===== src/hw/rtl/fade_blink_sequencer_macros.svh =====
// Assertion helpers for the fade blink sequencer.
// Define ASSERT_OFF to compile the checks out.
`ifndef FADE_BLINK_SEQUENCER_MACROS_SVH
`define FADE_BLINK_SEQUENCER_MACROS_SVH

`ifndef ASSERT_OFF

// Same-cycle implication, disabled while in reset.
`define FBS_ASSERT_IMP(lbl, clk, rst_n, a, b) \
  lbl: assert property (@(posedge clk) disable iff (!rst_n) (a) |-> (b)) \
    else $error("fbs assertion failed");

// Next-cycle implication, disabled while in reset.
`define FBS_ASSERT_NXT(lbl, clk, rst_n, a, b) \
  lbl: assert property (@(posedge clk) disable iff (!rst_n) (a) |=> (b)) \
    else $error("fbs assertion failed");

`else

`define FBS_ASSERT_IMP(lbl, clk, rst_n, a, b)
`define FBS_ASSERT_NXT(lbl, clk, rst_n, a, b)

`endif

`endif


===== src/hw/rtl/fbs_pkg.sv =====
package fbs_pkg;

  // Field and datapath widths
  localparam int TIME_BITS   = 16;
  localparam int FACT_W      = 8;
  localparam int STEPC_W     = 7;
  localparam int LEVEL_W     = 15;
  localparam int POS_W       = 6;
  localparam int LAST_W      = 7;
  localparam int LEVEL_SCALE = 128;
  localparam int LEVEL_SHIFT = $clog2(LEVEL_SCALE);
  localparam int MAX_STEPS   = 64;
  localparam int PROD_W      = TIME_BITS + FACT_W;
  localparam int DVD_W       = PROD_W + LEVEL_SHIFT;
  localparam int DVS_W       = PROD_W;
  localparam int QCNT_W      = $clog2(DVD_W);
  localparam int CFG_IDX_W   = 3;
  localparam int CFG_DATA_W  = 16;
  localparam int UPC_W       = 4;

  localparam logic [LAST_W-1:0] LAST_NONE = '1;

  typedef enum logic [1:0] {
    PH_FADE_IN  = 2'd0,
    PH_ON       = 2'd1,
    PH_FADE_OUT = 2'd2,
    PH_OFF      = 2'd3
  } phase_t;

  typedef enum logic [2:0] {
    KIND_TICK      = 3'd0,
    KIND_START     = 3'd1,
    KIND_PAUSE     = 3'd2,
    KIND_RESUME    = 3'd3,
    KIND_SET_PHASE = 3'd4
  } kind_t;

  typedef enum logic [CFG_IDX_W-1:0] {
    CFG_FADE_IN_TICKS  = 3'd0,
    CFG_ON_TICKS       = 3'd1,
    CFG_FADE_OUT_TICKS = 3'd2,
    CFG_OFF_TICKS      = 3'd3,
    CFG_START_FACTOR   = 3'd4,
    CFG_END_FACTOR     = 3'd5,
    CFG_FACTOR_DEN     = 3'd6,
    CFG_STEP_COUNT     = 3'd7
  } cfg_idx_t;

  // Microprogram addresses
  typedef logic [UPC_W-1:0] upc_t;

  localparam upc_t STEP_IDLE      = 4'd0;
  localparam upc_t STEP_EXEC      = 4'd1;
  localparam upc_t STEP_FRAC      = 4'd2;
  localparam upc_t STEP_MUL_POS   = 4'd3;
  localparam upc_t STEP_DIV_POS   = 4'd4;
  localparam upc_t STEP_WAIT_POS  = 4'd5;
  localparam upc_t STEP_TAKE_POS  = 4'd6;
  localparam upc_t STEP_MUL_END   = 4'd7;
  localparam upc_t STEP_MUL_START = 4'd8;
  localparam upc_t STEP_MUL_DEN   = 4'd9;
  localparam upc_t STEP_DIV_LVL   = 4'd10;
  localparam upc_t STEP_WAIT_LVL  = 4'd11;
  localparam upc_t STEP_EMIT      = 4'd12;

  // Datapath action of one control word
  typedef enum logic [3:0] {
    ACT_NONE,
    ACT_TAKE_ITEM,
    ACT_EXEC,
    ACT_FRAC,
    ACT_MUL_POS,
    ACT_DIV_POS,
    ACT_TAKE_POS,
    ACT_MUL_END,
    ACT_MUL_START,
    ACT_MUL_DEN,
    ACT_DIV_LVL,
    ACT_EMIT
  } act_t;

  // Jump condition of one control word
  typedef enum logic [2:0] {
    COND_NEVER,
    COND_NO_ITEM,
    COND_NO_DRAW,
    COND_CONT,
    COND_DIV_BUSY,
    COND_OUT_FULL
  } cond_t;

  typedef struct packed {
    act_t  act;
    cond_t cond;
    upc_t  target;
    logic  fin;
  } ctl_t;

  // Status from the datapath that the sequencer branches on
  typedef struct packed {
    logic no_item;
    logic no_draw;
    logic cont;
    logic div_busy;
    logic out_full;
  } flags_t;

  typedef struct packed {
    logic             start;
    logic [DVD_W-1:0] dividend;
    logic [DVS_W-1:0] divisor;
  } div_req_t;

endpackage


===== src/hw/rtl/fbs_if.sv =====
// Input item channel
interface fbs_in_if;
  logic                           valid;
  logic                           ready;
  logic [2:0]                     kind;
  logic [1:0]                     phase_request;
  logic [fbs_pkg::TIME_BITS-1:0]  time_in_phase;

  modport source (output valid, output kind, output phase_request,
                  output time_in_phase, input ready);
  modport sink   (input valid, input kind, input phase_request,
                  input time_in_phase, output ready);
endinterface

// Result item channel
interface fbs_out_if;
  logic                          valid;
  logic                          ready;
  logic [1:0]                    phase;
  logic [fbs_pkg::LEVEL_W-1:0]   level;
  logic [fbs_pkg::POS_W-1:0]     step_index;
  logic                          new_level;

  modport source (output valid, output phase, output level,
                  output step_index, output new_level, input ready);
  modport sink   (input valid, input phase, input level,
                  input step_index, input new_level, output ready);
endinterface

// Register write channel
interface fbs_cfg_if;
  logic                            valid;
  logic                            ready;
  logic [fbs_pkg::CFG_IDX_W-1:0]   index;
  logic [fbs_pkg::CFG_DATA_W-1:0]  data;

  modport source (output valid, output index, output data, input ready);
  modport sink   (input valid, input index, input data, output ready);
endinterface


===== src/hw/rtl/fade_blink_sequencer.sv =====
// Channel   Dir  Handshake        Payload
// in_ch     in   valid / ready    kind, phase_request, time_in_phase
// out_ch    out  valid / ready    phase, level, step_index, new_level
// cfg_ch    in   valid / ready    index, data (cfg_ch.ready is high out of reset)
//
// An item that makes no result goes from its exec step straight back to idle.
// A redraw in continuous mode runs one division, in stepped mode two; each
// division runs the shared divider, one quotient bit per cycle.
// rst_n is synchronous; after reset the block takes items at once.
// A result waits in the output register; a stall there holds the sequencer
// only at its final step, so the next item is taken once the result is loaded.
`include "fade_blink_sequencer_macros.svh"

module fade_blink_sequencer (
  input  logic         clk,
  input  logic         rst_n,
  fbs_in_if.sink       in_ch,
  fbs_out_if.source    out_ch,
  fbs_cfg_if.sink      cfg_ch
);

  localparam int TB = fbs_pkg::TIME_BITS;
  localparam int FW = fbs_pkg::FACT_W;
  localparam int PW = fbs_pkg::PROD_W;

  fbs_pkg::ctl_t     ctl;
  fbs_pkg::flags_t   flags;
  fbs_pkg::div_req_t div_req;
  logic              div_busy;
  logic [fbs_pkg::DVD_W-1:0] quot;

  // Configuration registers
  logic [TB-1:0] fi_r, fi_nxt, on_r, on_nxt, fo_r, fo_nxt, off_r, off_nxt;
  logic [FW-1:0] sf_r, sf_nxt, ef_r, ef_nxt, fd_r, fd_nxt;
  logic [fbs_pkg::STEPC_W-1:0] sc_r, sc_nxt;

  // Sequencer state
  fbs_pkg::phase_t             phase_r, phase_nxt;
  logic [TB-1:0]               elapsed_r, elapsed_nxt;
  logic                        running_r, running_nxt;
  logic                        held_r, held_nxt;
  logic [fbs_pkg::LAST_W-1:0]  last_r, last_nxt;

  // Captured item
  logic [2:0]    kind_r, kind_nxt;
  logic [1:0]    preq_r, preq_nxt;
  logic [TB-1:0] tip_r, tip_nxt;

  // Datapath registers
  logic [TB-1:0]               num_r, num_nxt, den_r, den_nxt;
  logic [fbs_pkg::POS_W-1:0]   nm1_r, nm1_nxt, sidx_r, sidx_nxt;
  logic                        newlvl_r, newlvl_nxt;
  logic [PW-1:0]               acc_r, acc_nxt, dsr_r, dsr_nxt;

  // Output register
  logic                        out_valid_r, out_valid_nxt;
  fbs_pkg::phase_t             out_phase_r, out_phase_nxt;
  logic [fbs_pkg::LEVEL_W-1:0] out_level_r, out_level_nxt;
  logic [fbs_pkg::POS_W-1:0]   out_sidx_r, out_sidx_nxt;
  logic                        out_new_r, out_new_nxt;

  // Combinational helpers
  logic [3:0]                  nz;
  logic [TB-1:0]               len_cur, el_inc, fade_min;
  logic                        take_item, emit_go, draw;
  logic [fbs_pkg::STEPC_W-1:0] n_steps;
  logic [FW-1:0]               fd_eff;
  logic [TB-1:0]               mul_a;
  logic [FW-1:0]               mul_b;
  logic [PW-1:0]               prod;
  logic [fbs_pkg::POS_W-1:0]   pos;
  logic [fbs_pkg::LEVEL_W-1:0] level_sat;

  // First phase at or after p whose duration is not zero; p if none
  function automatic fbs_pkg::phase_t fix_ph(input logic [1:0] p, input logic [3:0] nzm);
    fbs_pkg::phase_t res;
    logic [1:0]      q;
    res = fbs_pkg::phase_t'(p);
    for (int i = 3; i >= 0; i--) begin
      q = 2'(p + 2'(i));
      if (nzm[q]) res = fbs_pkg::phase_t'(q);
    end
    return res;
  endfunction

  fbs_ucode u_ucode (
    .clk   (clk),
    .rst_n (rst_n),
    .flags (flags),
    .ctl   (ctl)
  );

  fbs_div u_div (
    .clk   (clk),
    .rst_n (rst_n),
    .req   (div_req),
    .busy  (div_busy),
    .quot  (quot)
  );

  // Handshakes and branch flags
  assign in_ch.ready    = rst_n && (ctl.act == fbs_pkg::ACT_TAKE_ITEM);
  assign cfg_ch.ready   = rst_n;
  assign take_item      = in_ch.ready && in_ch.valid;
  assign flags.no_item  = !in_ch.valid;
  assign flags.no_draw  = !draw;
  assign flags.cont     = (sc_r == '0);
  assign flags.div_busy = div_busy;
  assign flags.out_full = out_valid_r && !out_ch.ready;
  assign emit_go        = (ctl.act == fbs_pkg::ACT_EMIT) && !flags.out_full;

  // Phase durations and saturating tick
  always_comb begin
    nz = {off_r != '0, fo_r != '0, on_r != '0, fi_r != '0};
    unique case (phase_r)
      fbs_pkg::PH_FADE_IN:  len_cur = fi_r;
      fbs_pkg::PH_ON:       len_cur = on_r;
      fbs_pkg::PH_FADE_OUT: len_cur = fo_r;
      default:              len_cur = off_r;
    endcase
    el_inc   = (&elapsed_r) ? elapsed_r : TB'(elapsed_r + 1'b1);
    fade_min = (elapsed_r < len_cur) ? elapsed_r : len_cur;
  end

  // Register writes
  always_comb begin
    fi_nxt = fi_r; on_nxt = on_r; fo_nxt = fo_r; off_nxt = off_r;
    sf_nxt = sf_r; ef_nxt = ef_r; fd_nxt = fd_r; sc_nxt = sc_r;
    if (cfg_ch.valid) begin
      unique case (fbs_pkg::cfg_idx_t'(cfg_ch.index))
        fbs_pkg::CFG_FADE_IN_TICKS:  fi_nxt  = cfg_ch.data[TB-1:0];
        fbs_pkg::CFG_ON_TICKS:       on_nxt  = cfg_ch.data[TB-1:0];
        fbs_pkg::CFG_FADE_OUT_TICKS: fo_nxt  = cfg_ch.data[TB-1:0];
        fbs_pkg::CFG_OFF_TICKS:      off_nxt = cfg_ch.data[TB-1:0];
        fbs_pkg::CFG_START_FACTOR:   sf_nxt  = cfg_ch.data[FW-1:0];
        fbs_pkg::CFG_END_FACTOR:     ef_nxt  = cfg_ch.data[FW-1:0];
        fbs_pkg::CFG_FACTOR_DEN:     fd_nxt  = cfg_ch.data[FW-1:0];
        fbs_pkg::CFG_STEP_COUNT:     sc_nxt  = cfg_ch.data[fbs_pkg::STEPC_W-1:0];
        default: ;
      endcase
    end
  end

  // Capture the item
  always_comb begin
    kind_nxt = kind_r;
    preq_nxt = preq_r;
    tip_nxt  = tip_r;
    if (take_item) begin
      kind_nxt = in_ch.kind;
      preq_nxt = in_ch.phase_request;
      tip_nxt  = in_ch.time_in_phase;
    end
  end

  // Apply the item to the phase state, update the shown step
  always_comb begin
    phase_nxt   = phase_r;
    elapsed_nxt = elapsed_r;
    running_nxt = running_r;
    held_nxt    = held_r;
    last_nxt    = last_r;
    draw        = 1'b0;
    if (ctl.act == fbs_pkg::ACT_EXEC) begin
      unique case (fbs_pkg::kind_t'(kind_r))
        fbs_pkg::KIND_TICK: begin
          elapsed_nxt = el_inc;
          if (running_r && !held_r) begin
            if (el_inc < len_cur) begin
              draw = (phase_r == fbs_pkg::PH_FADE_IN) || (phase_r == fbs_pkg::PH_FADE_OUT);
            end else begin
              phase_nxt   = fix_ph(2'(phase_r + 2'd1), nz);
              elapsed_nxt = '0;
              draw        = 1'b1;
            end
          end
        end
        fbs_pkg::KIND_START: begin
          if (!running_r) begin
            running_nxt = 1'b1;
            held_nxt    = 1'b0;
            last_nxt    = '0;
            phase_nxt   = fix_ph(phase_r, nz);
            draw        = 1'b1;
          end
        end
        fbs_pkg::KIND_PAUSE:  held_nxt = 1'b1;
        fbs_pkg::KIND_RESUME: held_nxt = 1'b0;
        fbs_pkg::KIND_SET_PHASE: begin
          phase_nxt   = fix_ph(preq_r, nz);
          elapsed_nxt = tip_r;
          draw        = running_r;
        end
        default: ;
      endcase
    end else if (ctl.act == fbs_pkg::ACT_TAKE_POS) begin
      last_nxt = {1'b0, pos};
    end
  end

  // Step count clamp, denominator guard, shared multiplier
  always_comb begin
    if (sc_r < fbs_pkg::STEPC_W'(2)) begin
      n_steps = fbs_pkg::STEPC_W'(2);
    end else if (sc_r > fbs_pkg::STEPC_W'(fbs_pkg::MAX_STEPS)) begin
      n_steps = fbs_pkg::STEPC_W'(fbs_pkg::MAX_STEPS);
    end else begin
      n_steps = sc_r;
    end
    fd_eff = (fd_r == '0) ? FW'(1) : fd_r;
    unique case (ctl.act)
      fbs_pkg::ACT_MUL_POS: begin
        mul_a = num_r;
        mul_b = FW'(nm1_r);
      end
      fbs_pkg::ACT_MUL_END: begin
        mul_a = num_r;
        mul_b = ef_r;
      end
      fbs_pkg::ACT_MUL_START: begin
        mul_a = TB'(den_r - num_r);
        mul_b = sf_r;
      end
      default: begin
        mul_a = den_r;
        mul_b = fd_eff;
      end
    endcase
    prod      = PW'(mul_a) * PW'(mul_b);
    pos       = quot[fbs_pkg::POS_W-1:0];
    level_sat = (|quot[fbs_pkg::DVD_W-1:fbs_pkg::LEVEL_W]) ? '1 : quot[fbs_pkg::LEVEL_W-1:0];
  end

  // Divider requests
  always_comb begin
    div_req.start    = 1'b0;
    div_req.dividend = fbs_pkg::DVD_W'(acc_r) << fbs_pkg::LEVEL_SHIFT;
    div_req.divisor  = dsr_r;
    if (ctl.act == fbs_pkg::ACT_DIV_POS) begin
      div_req.start    = 1'b1;
      div_req.dividend = fbs_pkg::DVD_W'(acc_r) + fbs_pkg::DVD_W'(den_r[TB-1:1]);
      div_req.divisor  = fbs_pkg::DVS_W'(den_r);
    end else if (ctl.act == fbs_pkg::ACT_DIV_LVL) begin
      div_req.start = 1'b1;
    end
  end

  // Fraction, products and step bookkeeping
  always_comb begin
    num_nxt    = num_r;
    den_nxt    = den_r;
    nm1_nxt    = nm1_r;
    sidx_nxt   = sidx_r;
    newlvl_nxt = newlvl_r;
    acc_nxt    = acc_r;
    dsr_nxt    = dsr_r;
    unique case (ctl.act) inside
      fbs_pkg::ACT_FRAC: begin
        nm1_nxt    = fbs_pkg::POS_W'(n_steps - 1'b1);
        sidx_nxt   = '0;
        newlvl_nxt = 1'b1;
        if (phase_r == fbs_pkg::PH_OFF) begin
          num_nxt = '0;
          den_nxt = TB'(1);
        end else if (phase_r == fbs_pkg::PH_ON) begin
          num_nxt = TB'(1);
          den_nxt = TB'(1);
        end else if (len_cur == '0) begin
          num_nxt = '0;
          den_nxt = TB'(1);
        end else begin
          num_nxt = (phase_r == fbs_pkg::PH_FADE_OUT) ? TB'(len_cur - fade_min) : fade_min;
          den_nxt = len_cur;
        end
      end
      fbs_pkg::ACT_TAKE_POS: begin
        num_nxt    = TB'(pos);
        den_nxt    = TB'(nm1_r);
        sidx_nxt   = pos;
        newlvl_nxt = ({1'b0, pos} != last_r);
      end
      fbs_pkg::ACT_MUL_POS,
      fbs_pkg::ACT_MUL_END:   acc_nxt = prod;
      fbs_pkg::ACT_MUL_START: acc_nxt = PW'(acc_r + prod);
      fbs_pkg::ACT_MUL_DEN:   dsr_nxt = prod;
      default: ;
    endcase
  end

  // Output register: load at the final step, drop when taken
  always_comb begin
    out_valid_nxt = out_valid_r;
    out_phase_nxt = out_phase_r;
    out_level_nxt = out_level_r;
    out_sidx_nxt  = out_sidx_r;
    out_new_nxt   = out_new_r;
    if (emit_go) begin
      out_valid_nxt = 1'b1;
      out_phase_nxt = phase_r;
      out_level_nxt = level_sat;
      out_sidx_nxt  = sidx_r;
      out_new_nxt   = newlvl_r;
    end else if (out_ch.ready) begin
      out_valid_nxt = 1'b0;
    end
  end

  always_ff @(posedge clk) begin
    if (!rst_n) begin
      fi_r        <= TB'(8);
      on_r        <= TB'(16);
      fo_r        <= TB'(8);
      off_r       <= TB'(16);
      sf_r        <= '0;
      ef_r        <= FW'(1);
      fd_r        <= FW'(1);
      sc_r        <= '0;
      phase_r     <= fbs_pkg::PH_OFF;
      elapsed_r   <= '0;
      running_r   <= 1'b0;
      held_r      <= 1'b0;
      last_r      <= fbs_pkg::LAST_NONE;
      out_valid_r <= 1'b0;
    end else begin
      fi_r        <= fi_nxt;
      on_r        <= on_nxt;
      fo_r        <= fo_nxt;
      off_r       <= off_nxt;
      sf_r        <= sf_nxt;
      ef_r        <= ef_nxt;
      fd_r        <= fd_nxt;
      sc_r        <= sc_nxt;
      phase_r     <= phase_nxt;
      elapsed_r   <= elapsed_nxt;
      running_r   <= running_nxt;
      held_r      <= held_nxt;
      last_r      <= last_nxt;
      out_valid_r <= out_valid_nxt;
    end
  end

  always_ff @(posedge clk) begin
    kind_r      <= kind_nxt;
    preq_r      <= preq_nxt;
    tip_r       <= tip_nxt;
    num_r       <= num_nxt;
    den_r       <= den_nxt;
    nm1_r       <= nm1_nxt;
    sidx_r      <= sidx_nxt;
    newlvl_r    <= newlvl_nxt;
    acc_r       <= acc_nxt;
    dsr_r       <= dsr_nxt;
    out_phase_r <= out_phase_nxt;
    out_level_r <= out_level_nxt;
    out_sidx_r  <= out_sidx_nxt;
    out_new_r   <= out_new_nxt;
  end

  assign out_ch.valid      = out_valid_r;
  assign out_ch.phase      = out_phase_r;
  assign out_ch.level      = out_level_r;
  assign out_ch.step_index = out_sidx_r;
  assign out_ch.new_level  = out_new_r;

  // The divider is only started when free and stays busy after a start
  `FBS_ASSERT_IMP(a_div_start_free, clk, rst_n, div_req.start, !div_busy)
  `FBS_ASSERT_NXT(a_div_busy_after_start, clk, rst_n, div_req.start, div_busy)
  // No item is taken while a division is in flight
  `FBS_ASSERT_IMP(a_ready_div_idle, clk, rst_n, in_ch.ready, !div_busy)
  // A stepped result never shows a step past the last one
  `FBS_ASSERT_IMP(a_step_in_range, clk, rst_n, emit_go && !flags.cont, sidx_r <= nm1_r)

endmodule


===== src/hw/rtl/fbs_div.sv =====
// Restoring divider, one quotient bit per cycle.
module fbs_div (
  input  logic                       clk,
  input  logic                       rst_n,
  input  fbs_pkg::div_req_t          req,
  output logic                       busy,
  output logic [fbs_pkg::DVD_W-1:0]  quot
);

  logic                              busy_r, busy_nxt;
  logic [fbs_pkg::QCNT_W-1:0]        cnt_r, cnt_nxt;
  logic [fbs_pkg::DVS_W-1:0]         rem_r, rem_nxt;
  logic [fbs_pkg::DVS_W-1:0]         dvs_r, dvs_nxt;
  logic [fbs_pkg::DVD_W-1:0]         quo_r, quo_nxt;
  logic [fbs_pkg::DVS_W:0]           shifted;
  logic [fbs_pkg::DVS_W+1:0]         diff;
  logic                              fits;

  // Trial subtract of the divisor from the shifted remainder
  always_comb begin
    shifted = {rem_r, quo_r[fbs_pkg::DVD_W-1]};
    diff    = {1'b0, shifted} - {2'b00, dvs_r};
    fits    = !diff[fbs_pkg::DVS_W+1];
  end

  // Load on start, then shift one bit per cycle
  always_comb begin
    busy_nxt = busy_r;
    cnt_nxt  = cnt_r;
    rem_nxt  = rem_r;
    dvs_nxt  = dvs_r;
    quo_nxt  = quo_r;
    if (req.start) begin
      busy_nxt = 1'b1;
      cnt_nxt  = '0;
      rem_nxt  = '0;
      dvs_nxt  = req.divisor;
      quo_nxt  = req.dividend;
    end else if (busy_r) begin
      rem_nxt = fits ? diff[fbs_pkg::DVS_W-1:0] : shifted[fbs_pkg::DVS_W-1:0];
      quo_nxt = {quo_r[fbs_pkg::DVD_W-2:0], fits};
      cnt_nxt = fbs_pkg::QCNT_W'(cnt_r + 1'b1);
      if (cnt_r == fbs_pkg::QCNT_W'(fbs_pkg::DVD_W - 1)) begin
        busy_nxt = 1'b0;
      end
    end
  end

  always_ff @(posedge clk) begin
    if (!rst_n) begin
      busy_r <= 1'b0;
      cnt_r  <= '0;
    end else begin
      busy_r <= busy_nxt;
      cnt_r  <= cnt_nxt;
    end
  end

  always_ff @(posedge clk) begin
    rem_r <= rem_nxt;
    dvs_r <= dvs_nxt;
    quo_r <= quo_nxt;
  end

  assign busy = busy_r;
  assign quot = quo_r;

endmodule


===== src/hw/rtl/fbs_ucode.sv =====
// Microprogram store and step counter.
module fbs_ucode (
  input  logic             clk,
  input  logic             rst_n,
  input  fbs_pkg::flags_t  flags,
  output fbs_pkg::ctl_t    ctl
);

  fbs_pkg::upc_t  upc_r, upc_nxt;
  logic           take_jump;

  // Control program: action, jump condition, jump target, return to idle
  function automatic fbs_pkg::ctl_t rom(input fbs_pkg::upc_t a);
    fbs_pkg::ctl_t w;
    w = '{fbs_pkg::ACT_NONE, fbs_pkg::COND_NEVER, fbs_pkg::STEP_IDLE, 1'b1};
    unique case (a)
      fbs_pkg::STEP_IDLE:
        w = '{fbs_pkg::ACT_TAKE_ITEM, fbs_pkg::COND_NO_ITEM, fbs_pkg::STEP_IDLE, 1'b0};
      fbs_pkg::STEP_EXEC:
        w = '{fbs_pkg::ACT_EXEC, fbs_pkg::COND_NO_DRAW, fbs_pkg::STEP_IDLE, 1'b0};
      fbs_pkg::STEP_FRAC:
        w = '{fbs_pkg::ACT_FRAC, fbs_pkg::COND_CONT, fbs_pkg::STEP_MUL_END, 1'b0};
      fbs_pkg::STEP_MUL_POS:
        w = '{fbs_pkg::ACT_MUL_POS, fbs_pkg::COND_NEVER, fbs_pkg::STEP_IDLE, 1'b0};
      fbs_pkg::STEP_DIV_POS:
        w = '{fbs_pkg::ACT_DIV_POS, fbs_pkg::COND_NEVER, fbs_pkg::STEP_IDLE, 1'b0};
      fbs_pkg::STEP_WAIT_POS:
        w = '{fbs_pkg::ACT_NONE, fbs_pkg::COND_DIV_BUSY, fbs_pkg::STEP_WAIT_POS, 1'b0};
      fbs_pkg::STEP_TAKE_POS:
        w = '{fbs_pkg::ACT_TAKE_POS, fbs_pkg::COND_NEVER, fbs_pkg::STEP_IDLE, 1'b0};
      fbs_pkg::STEP_MUL_END:
        w = '{fbs_pkg::ACT_MUL_END, fbs_pkg::COND_NEVER, fbs_pkg::STEP_IDLE, 1'b0};
      fbs_pkg::STEP_MUL_START:
        w = '{fbs_pkg::ACT_MUL_START, fbs_pkg::COND_NEVER, fbs_pkg::STEP_IDLE, 1'b0};
      fbs_pkg::STEP_MUL_DEN:
        w = '{fbs_pkg::ACT_MUL_DEN, fbs_pkg::COND_NEVER, fbs_pkg::STEP_IDLE, 1'b0};
      fbs_pkg::STEP_DIV_LVL:
        w = '{fbs_pkg::ACT_DIV_LVL, fbs_pkg::COND_NEVER, fbs_pkg::STEP_IDLE, 1'b0};
      fbs_pkg::STEP_WAIT_LVL:
        w = '{fbs_pkg::ACT_NONE, fbs_pkg::COND_DIV_BUSY, fbs_pkg::STEP_WAIT_LVL, 1'b0};
      fbs_pkg::STEP_EMIT:
        w = '{fbs_pkg::ACT_EMIT, fbs_pkg::COND_OUT_FULL, fbs_pkg::STEP_EMIT, 1'b1};
      default:
        w = '{fbs_pkg::ACT_NONE, fbs_pkg::COND_NEVER, fbs_pkg::STEP_IDLE, 1'b1};
    endcase
    return w;
  endfunction

  assign ctl = rom(upc_r);

  // Evaluate the jump condition
  always_comb begin
    unique case (ctl.cond)
      fbs_pkg::COND_NEVER:    take_jump = 1'b0;
      fbs_pkg::COND_NO_ITEM:  take_jump = flags.no_item;
      fbs_pkg::COND_NO_DRAW:  take_jump = flags.no_draw;
      fbs_pkg::COND_CONT:     take_jump = flags.cont;
      fbs_pkg::COND_DIV_BUSY: take_jump = flags.div_busy;
      fbs_pkg::COND_OUT_FULL: take_jump = flags.out_full;
      default:                take_jump = 1'b0;
    endcase
  end

  // Jump, return to idle, or advance
  always_comb begin
    if (take_jump) begin
      upc_nxt = ctl.target;
    end else if (ctl.fin) begin
      upc_nxt = fbs_pkg::STEP_IDLE;
    end else begin
      upc_nxt = fbs_pkg::upc_t'(upc_r + 1'b1);
    end
  end

  always_ff @(posedge clk) begin
    if (!rst_n) begin
      upc_r <= fbs_pkg::STEP_IDLE;
    end else begin
      upc_r <= upc_nxt;
    end
  end

endmodule


===== src/flat_wrapper.sv =====
// flat-port wrapper written by rule: the top's interface ports become plain ports
module fade_blink_sequencer_flat 
  (clk, rst_n, in_ch_valid, in_ch_kind, in_ch_phase_request, in_ch_time_in_phase, in_ch_ready, out_ch_valid, out_ch_phase, out_ch_level, out_ch_step_index, out_ch_new_level, out_ch_ready, cfg_ch_valid, cfg_ch_index, cfg_ch_data, cfg_ch_ready);
  fbs_in_if in_ch_i ();
  fbs_out_if out_ch_i ();
  fbs_cfg_if cfg_ch_i ();
  input  logic clk;
  input  logic rst_n;
  input wire logic [$bits(in_ch_i.valid)-1:0] in_ch_valid;
  input wire logic [$bits(in_ch_i.kind)-1:0] in_ch_kind;
  input wire logic [$bits(in_ch_i.phase_request)-1:0] in_ch_phase_request;
  input wire logic [$bits(in_ch_i.time_in_phase)-1:0] in_ch_time_in_phase;
  output wire logic [$bits(in_ch_i.ready)-1:0] in_ch_ready;
  output wire logic [$bits(out_ch_i.valid)-1:0] out_ch_valid;
  output wire logic [$bits(out_ch_i.phase)-1:0] out_ch_phase;
  output wire logic [$bits(out_ch_i.level)-1:0] out_ch_level;
  output wire logic [$bits(out_ch_i.step_index)-1:0] out_ch_step_index;
  output wire logic [$bits(out_ch_i.new_level)-1:0] out_ch_new_level;
  input wire logic [$bits(out_ch_i.ready)-1:0] out_ch_ready;
  input wire logic [$bits(cfg_ch_i.valid)-1:0] cfg_ch_valid;
  input wire logic [$bits(cfg_ch_i.index)-1:0] cfg_ch_index;
  input wire logic [$bits(cfg_ch_i.data)-1:0] cfg_ch_data;
  output wire logic [$bits(cfg_ch_i.ready)-1:0] cfg_ch_ready;
  assign in_ch_i.valid = in_ch_valid;
  assign in_ch_i.kind = in_ch_kind;
  assign in_ch_i.phase_request = in_ch_phase_request;
  assign in_ch_i.time_in_phase = in_ch_time_in_phase;
  assign in_ch_ready = in_ch_i.ready;
  assign out_ch_valid = out_ch_i.valid;
  assign out_ch_phase = out_ch_i.phase;
  assign out_ch_level = out_ch_i.level;
  assign out_ch_step_index = out_ch_i.step_index;
  assign out_ch_new_level = out_ch_i.new_level;
  assign out_ch_i.ready = out_ch_ready;
  assign cfg_ch_i.valid = cfg_ch_valid;
  assign cfg_ch_i.index = cfg_ch_index;
  assign cfg_ch_i.data = cfg_ch_data;
  assign cfg_ch_ready = cfg_ch_i.ready;
  fade_blink_sequencer u_core (.clk(clk), .rst_n(rst_n), .in_ch(in_ch_i), .out_ch(out_ch_i), .cfg_ch(cfg_ch_i));
endmodule

===== config.mk =====
export PLATFORM = sky130hd
export DESIGN_NAME = fade_blink_sequencer_flat
export DESIGN_NICKNAME = d
export VERILOG_FILES = /design/src/hw/rtl/fbs_pkg.sv /design/src/hw/rtl/fbs_if.sv /design/src/hw/rtl/fade_blink_sequencer.sv /design/src/hw/rtl/fbs_div.sv /design/src/hw/rtl/fbs_ucode.sv /design/src/flat_wrapper.sv
export VERILOG_INCLUDE_DIRS = /design/src /design/src/hw/rtl
export SDC_FILE = /design/constraint.sdc
export NUM_CORES = 1
export LEC_CHECK = 0
export BUFFER_PORTS_ARGS = -buffer_cell sky130_fd_sc_hd__buf_2
export CORE_ASPECT_RATIO = 1.4
export CORE_MARGIN = 2
export CORE_UTILIZATION = 30
export DETAILED_ROUTE_END_ITERATION = 6
export PLACE_DENSITY = 0.46
export SLEW_MARGIN = 20
export SYNTH_ARGS = -nofsm -noshare
export SYNTH_HDL_FRONTEND = slang
export SYNTH_SLANG_ARGS = --single-unit

===== constraint.sdc =====
create_clock -name clk -period 16.1 [get_ports clk]
set_input_delay 1.61 -clock clk [delete_from_list [all_inputs] [get_ports clk]]
set_output_delay 1.61 -clock clk [all_outputs]
set_load 0.03 [all_outputs]

==> run summary <==
Sequential share of the synthesized area - 0.368
Post-route ant nets - 0
Slew headroom - 0.197
CTS root buf - clkbuf_16
Final HPWL DP - 55500 um
Grt ovf - 0
Async SR Flop Fraction - 0
Largest stage delay on the critical path - 0.75 ns
Dominant synthesized flop cell - edfxtp_1
HP Class - reg2reg
Post-synth EDFFs - 193
Syn Nets - 3123
FILL cells - 8535
# rows - 125
Number of global-route vias before repair - 21000
Iter 0 DRT Violations - 969
GR Util met1 - 0.194
All-layer global routing usage - 0.169
Clock transition at path regs - 0.07 ns
Critical path type - reg2reg
Full die area - 0.0854 mm^2
Fin. Hold Viols - 0
Post-CTS setup buffer count - 0
Port Buf Inserts - 71
Yosys reg bits - 362
Initial core utilization - 0.302
Internal power - 2.64 mW
Status - finished clean
Commonest non-fill, non-tap cells in the layout - nand2_1 (407), nor2_1 (288), a21oi_1 (223)
Lkg Pwr - 11.3 nW
Switch share - 0.406
Mapped cell area - 0.0249 mm^2
Worst-Margin Slew - 1.20 ns
Met3 Use GR - 0.0210
Ys Warns - 0
Avg Inst Size Synth - 8.88 um^2
Max FO, Critical Path - 8
Critical path data arrival time - 9.61 ns
Grt met2 use - 0.309
Critical Path RT - 16.45 ns
Crit-path slowest cell - a221oi_1
Initial antenna violation count - 2
Initial DRT Pass Iterations - 5
CTS hold repair buffers - 0
Avg WL per Cell - 18.1 um
Fraction of layout cells with a size suffix above 1 - 0.0904
Setup TNS Final - 0 ns
Vias per cell - 5.11
Routability cong. - 0.865
Worst setup EP type - register
# diodes - 0
Via count - 20200
Synth top area cells - edfxtp_1 (23%), dfxtp_1 (14%), ha_1 (9.1%)
Grt peak-use layer - met2
Flop pwr share - 0.300
Remaining DRCs - 0
Post-CTS resize count - 0
Setup violators final - 0
Top cell type by total area after synthesis - edfxtp_1
Clock Latency Late Sink - 0.63 ns
Clock network power share - 0.230
Global-route wire length before repair - 115000 um
PD cells - 159 mW/mm^2
Htree depth - 2
Core area - 0.0826 mm^2
Max-slew violation count - 0
Synth unique cells - 83
Power share of the combinational group - 0.469
Post-synthesis instance total - 2807
RSZ-0062 raised after global routing - no
Nets - 3159
Most common cell after layout, fill and taps aside - nand2_1
CTS tree - yes
Reg2reg setup slack - 6.84 ns
Final worst path period share - 0.575
Worst VDD drop - 0.107 mV
Die X - 248 um
Clock sinks - 362
Syn-to-layout area delta - 12.0%
Die H - 345 um
Io pins - 72
Clk_skew - 0.0566 ns
Fmax - 108 MHz
Most frequent CP cell - fa_1
CP startpoint kind - register
Largest net degree at the start of global routing - 67
Max Root-Sink Buffers - 3
Worst hold margin - 0.424 ns
Share of the synthesized area in the top cell type - 0.233
Max-cap viol count - 0
CTS buffer count - 43
Sw Pwr - 1.81 mW
Routed WL - 71500 um
Minimum clock period after layout - 9.26 ns
==> per-layer routing <==
layer,wire length [um],share of wire
met5,0,0
met4,2960,0.041
met3,2150,0.030
met2,36800,0.52
met1,29500,0.41
==> worst paths after layout <==
path,start,cells after the start,to
setup / recovery,u_core.num_r[0]$_DFFE_PP_,35,u_core.acc_r[23]$_DFFE_PN_
hold reg to reg,u_core.sidx_r[3]$_SDFFCE_PN0P_,0,u_core.out_ch.step_index[3]$_DFFE_PP_
hold / removal,u_core.sidx_r[3]$_SDFFCE_PN0P_,0,u_core.out_ch.step_index[3]$_DFFE_PP_
setup reg to reg,u_core.num_r[0]$_DFFE_PP_,35,u_core.acc_r[23]$_DFFE_PN_
==> flip-flops by register name (all words and copies together) (netlist names), 5 cells and up, named ones only <==
signal / count
u_core.on_r: 16
u_core.u_div.cnt_r: 5
u_core.acc_r: 24
u_core.fo_r: 16
u_core.dsr_r: 24
u_core.num_r: 16
u_core.fd_r: 8
u_core.sidx_r: 6
u_core.out_ch.step_index: 6
u_core.u_div.quot: 31
u_core.sf_r: 8
u_core.tip_r: 16
u_core.u_ucode.ctl: 12
u_core.fi_r: 16
u_core.den_r: 16
u_core.elapsed_r: 16
u_core.sc_r: 7
u_core.ef_r: 8
u_core.off_r: 16
u_core.out_ch.level: 15
u_core.nm1_r: 6
u_core.u_div.dvs_r: 24
u_core.last_r: 7
u_core.u_div.rem_r: 24
==> cell type report <==
cell class / count / area [um^2] / area share
Clock inverter: 20 / 267 / 0.00955
Sequential cell: 362 / 9180 / 0.329
Inverter: 224 / 842 / 0.0302
Timing Repair Buffer: 103 / 596 / 0.0213
Clock buffer: 59 / 1220 / 0.0436
Tap cell: 1079 / 1350 / 0.0484
Multi-Input combinational cell: 2109 / 14500 / 0.518
==> logic make-up after synthesis <==
kind of cell	synth area share
and+or+nand+nor	0.180
AOI/OAI and AO/OA	0.163
DFF	0.368
buffers and inverters	0.0528
adders and majority gates	0.163
xor gates and xnor gates	0.0439
muxes	0.0290
==> cell usage after synthesis, types with 36 or more instances <==
| cell | number |
|---|---|
| xor2_1 | 58 |
| nand3_1 | 51 |
| dfxtp_1 | 169 |
| nor3_1 | 39 |
| fa_1 | 89 |
| or2_2 | 41 |
| clkbuf_1 | 92 |
| mux2i_1 | 46 |
| ha_1 | 182 |
| o21ai_0 | 99 |
| inv_1 | 220 |
| a21oi_1 | 224 |
| nor2_1 | 293 |
| xnor2_1 | 67 |
| a22oi_1 | 43 |
| a211oi_1 | 36 |
| edfxtp_1 | 193 |
| nand2_1 | 407 |
==> per-stage QoR <==
step / util / instances / cell area [um^2] / power [mW] / setup WS (ns)
floorplan: - / 2807 / 24900 / 2.95 / 7.99
global placement: 0.320 / 3877 / 26400 / 3.39 / 6.90
detailed placement: 0.320 / 3877 / 26400 / 3.44 / 6.87
CTS: 0.338 / 3956 / 27900 / 4.49 / 6.87
global route: 0.338 / 3956 / 27900 / 4.82 / 5.96
finish: 0.338 / 3956 / 27900 / 4.45 / 6.84
==> worst max-delay path: cells and delay by family (launching register included) <==
| family | cells | cell delay (ns) |
|---|---|---|
| AO/OA/AOI/OAI | 16 | 3.91 |
| XOR/XNOR | 3 | 0.58 |
| adder cells (fa/ha/maj) | 8 | 3.20 |
| buffers and inverters | 4 | 0.23 |
| flip-flops | 1 | 0.41 |
| AND/OR/NAND/NOR | 4 | 0.66 |
==> power by group through the flow <==
stage	combinational [mW]	sequential, mW	clock [mW]
final	2.09	1.34	1.03
after global routing	2.37	1.35	1.09
after CTS	2.10	1.34	1.06
after detailed placement	2.09	1.36	0
after global placement	2.04	1.35	0
after floorplan	1.66	1.29	0
Note: power is estimated with default switching activity, not from simulation.
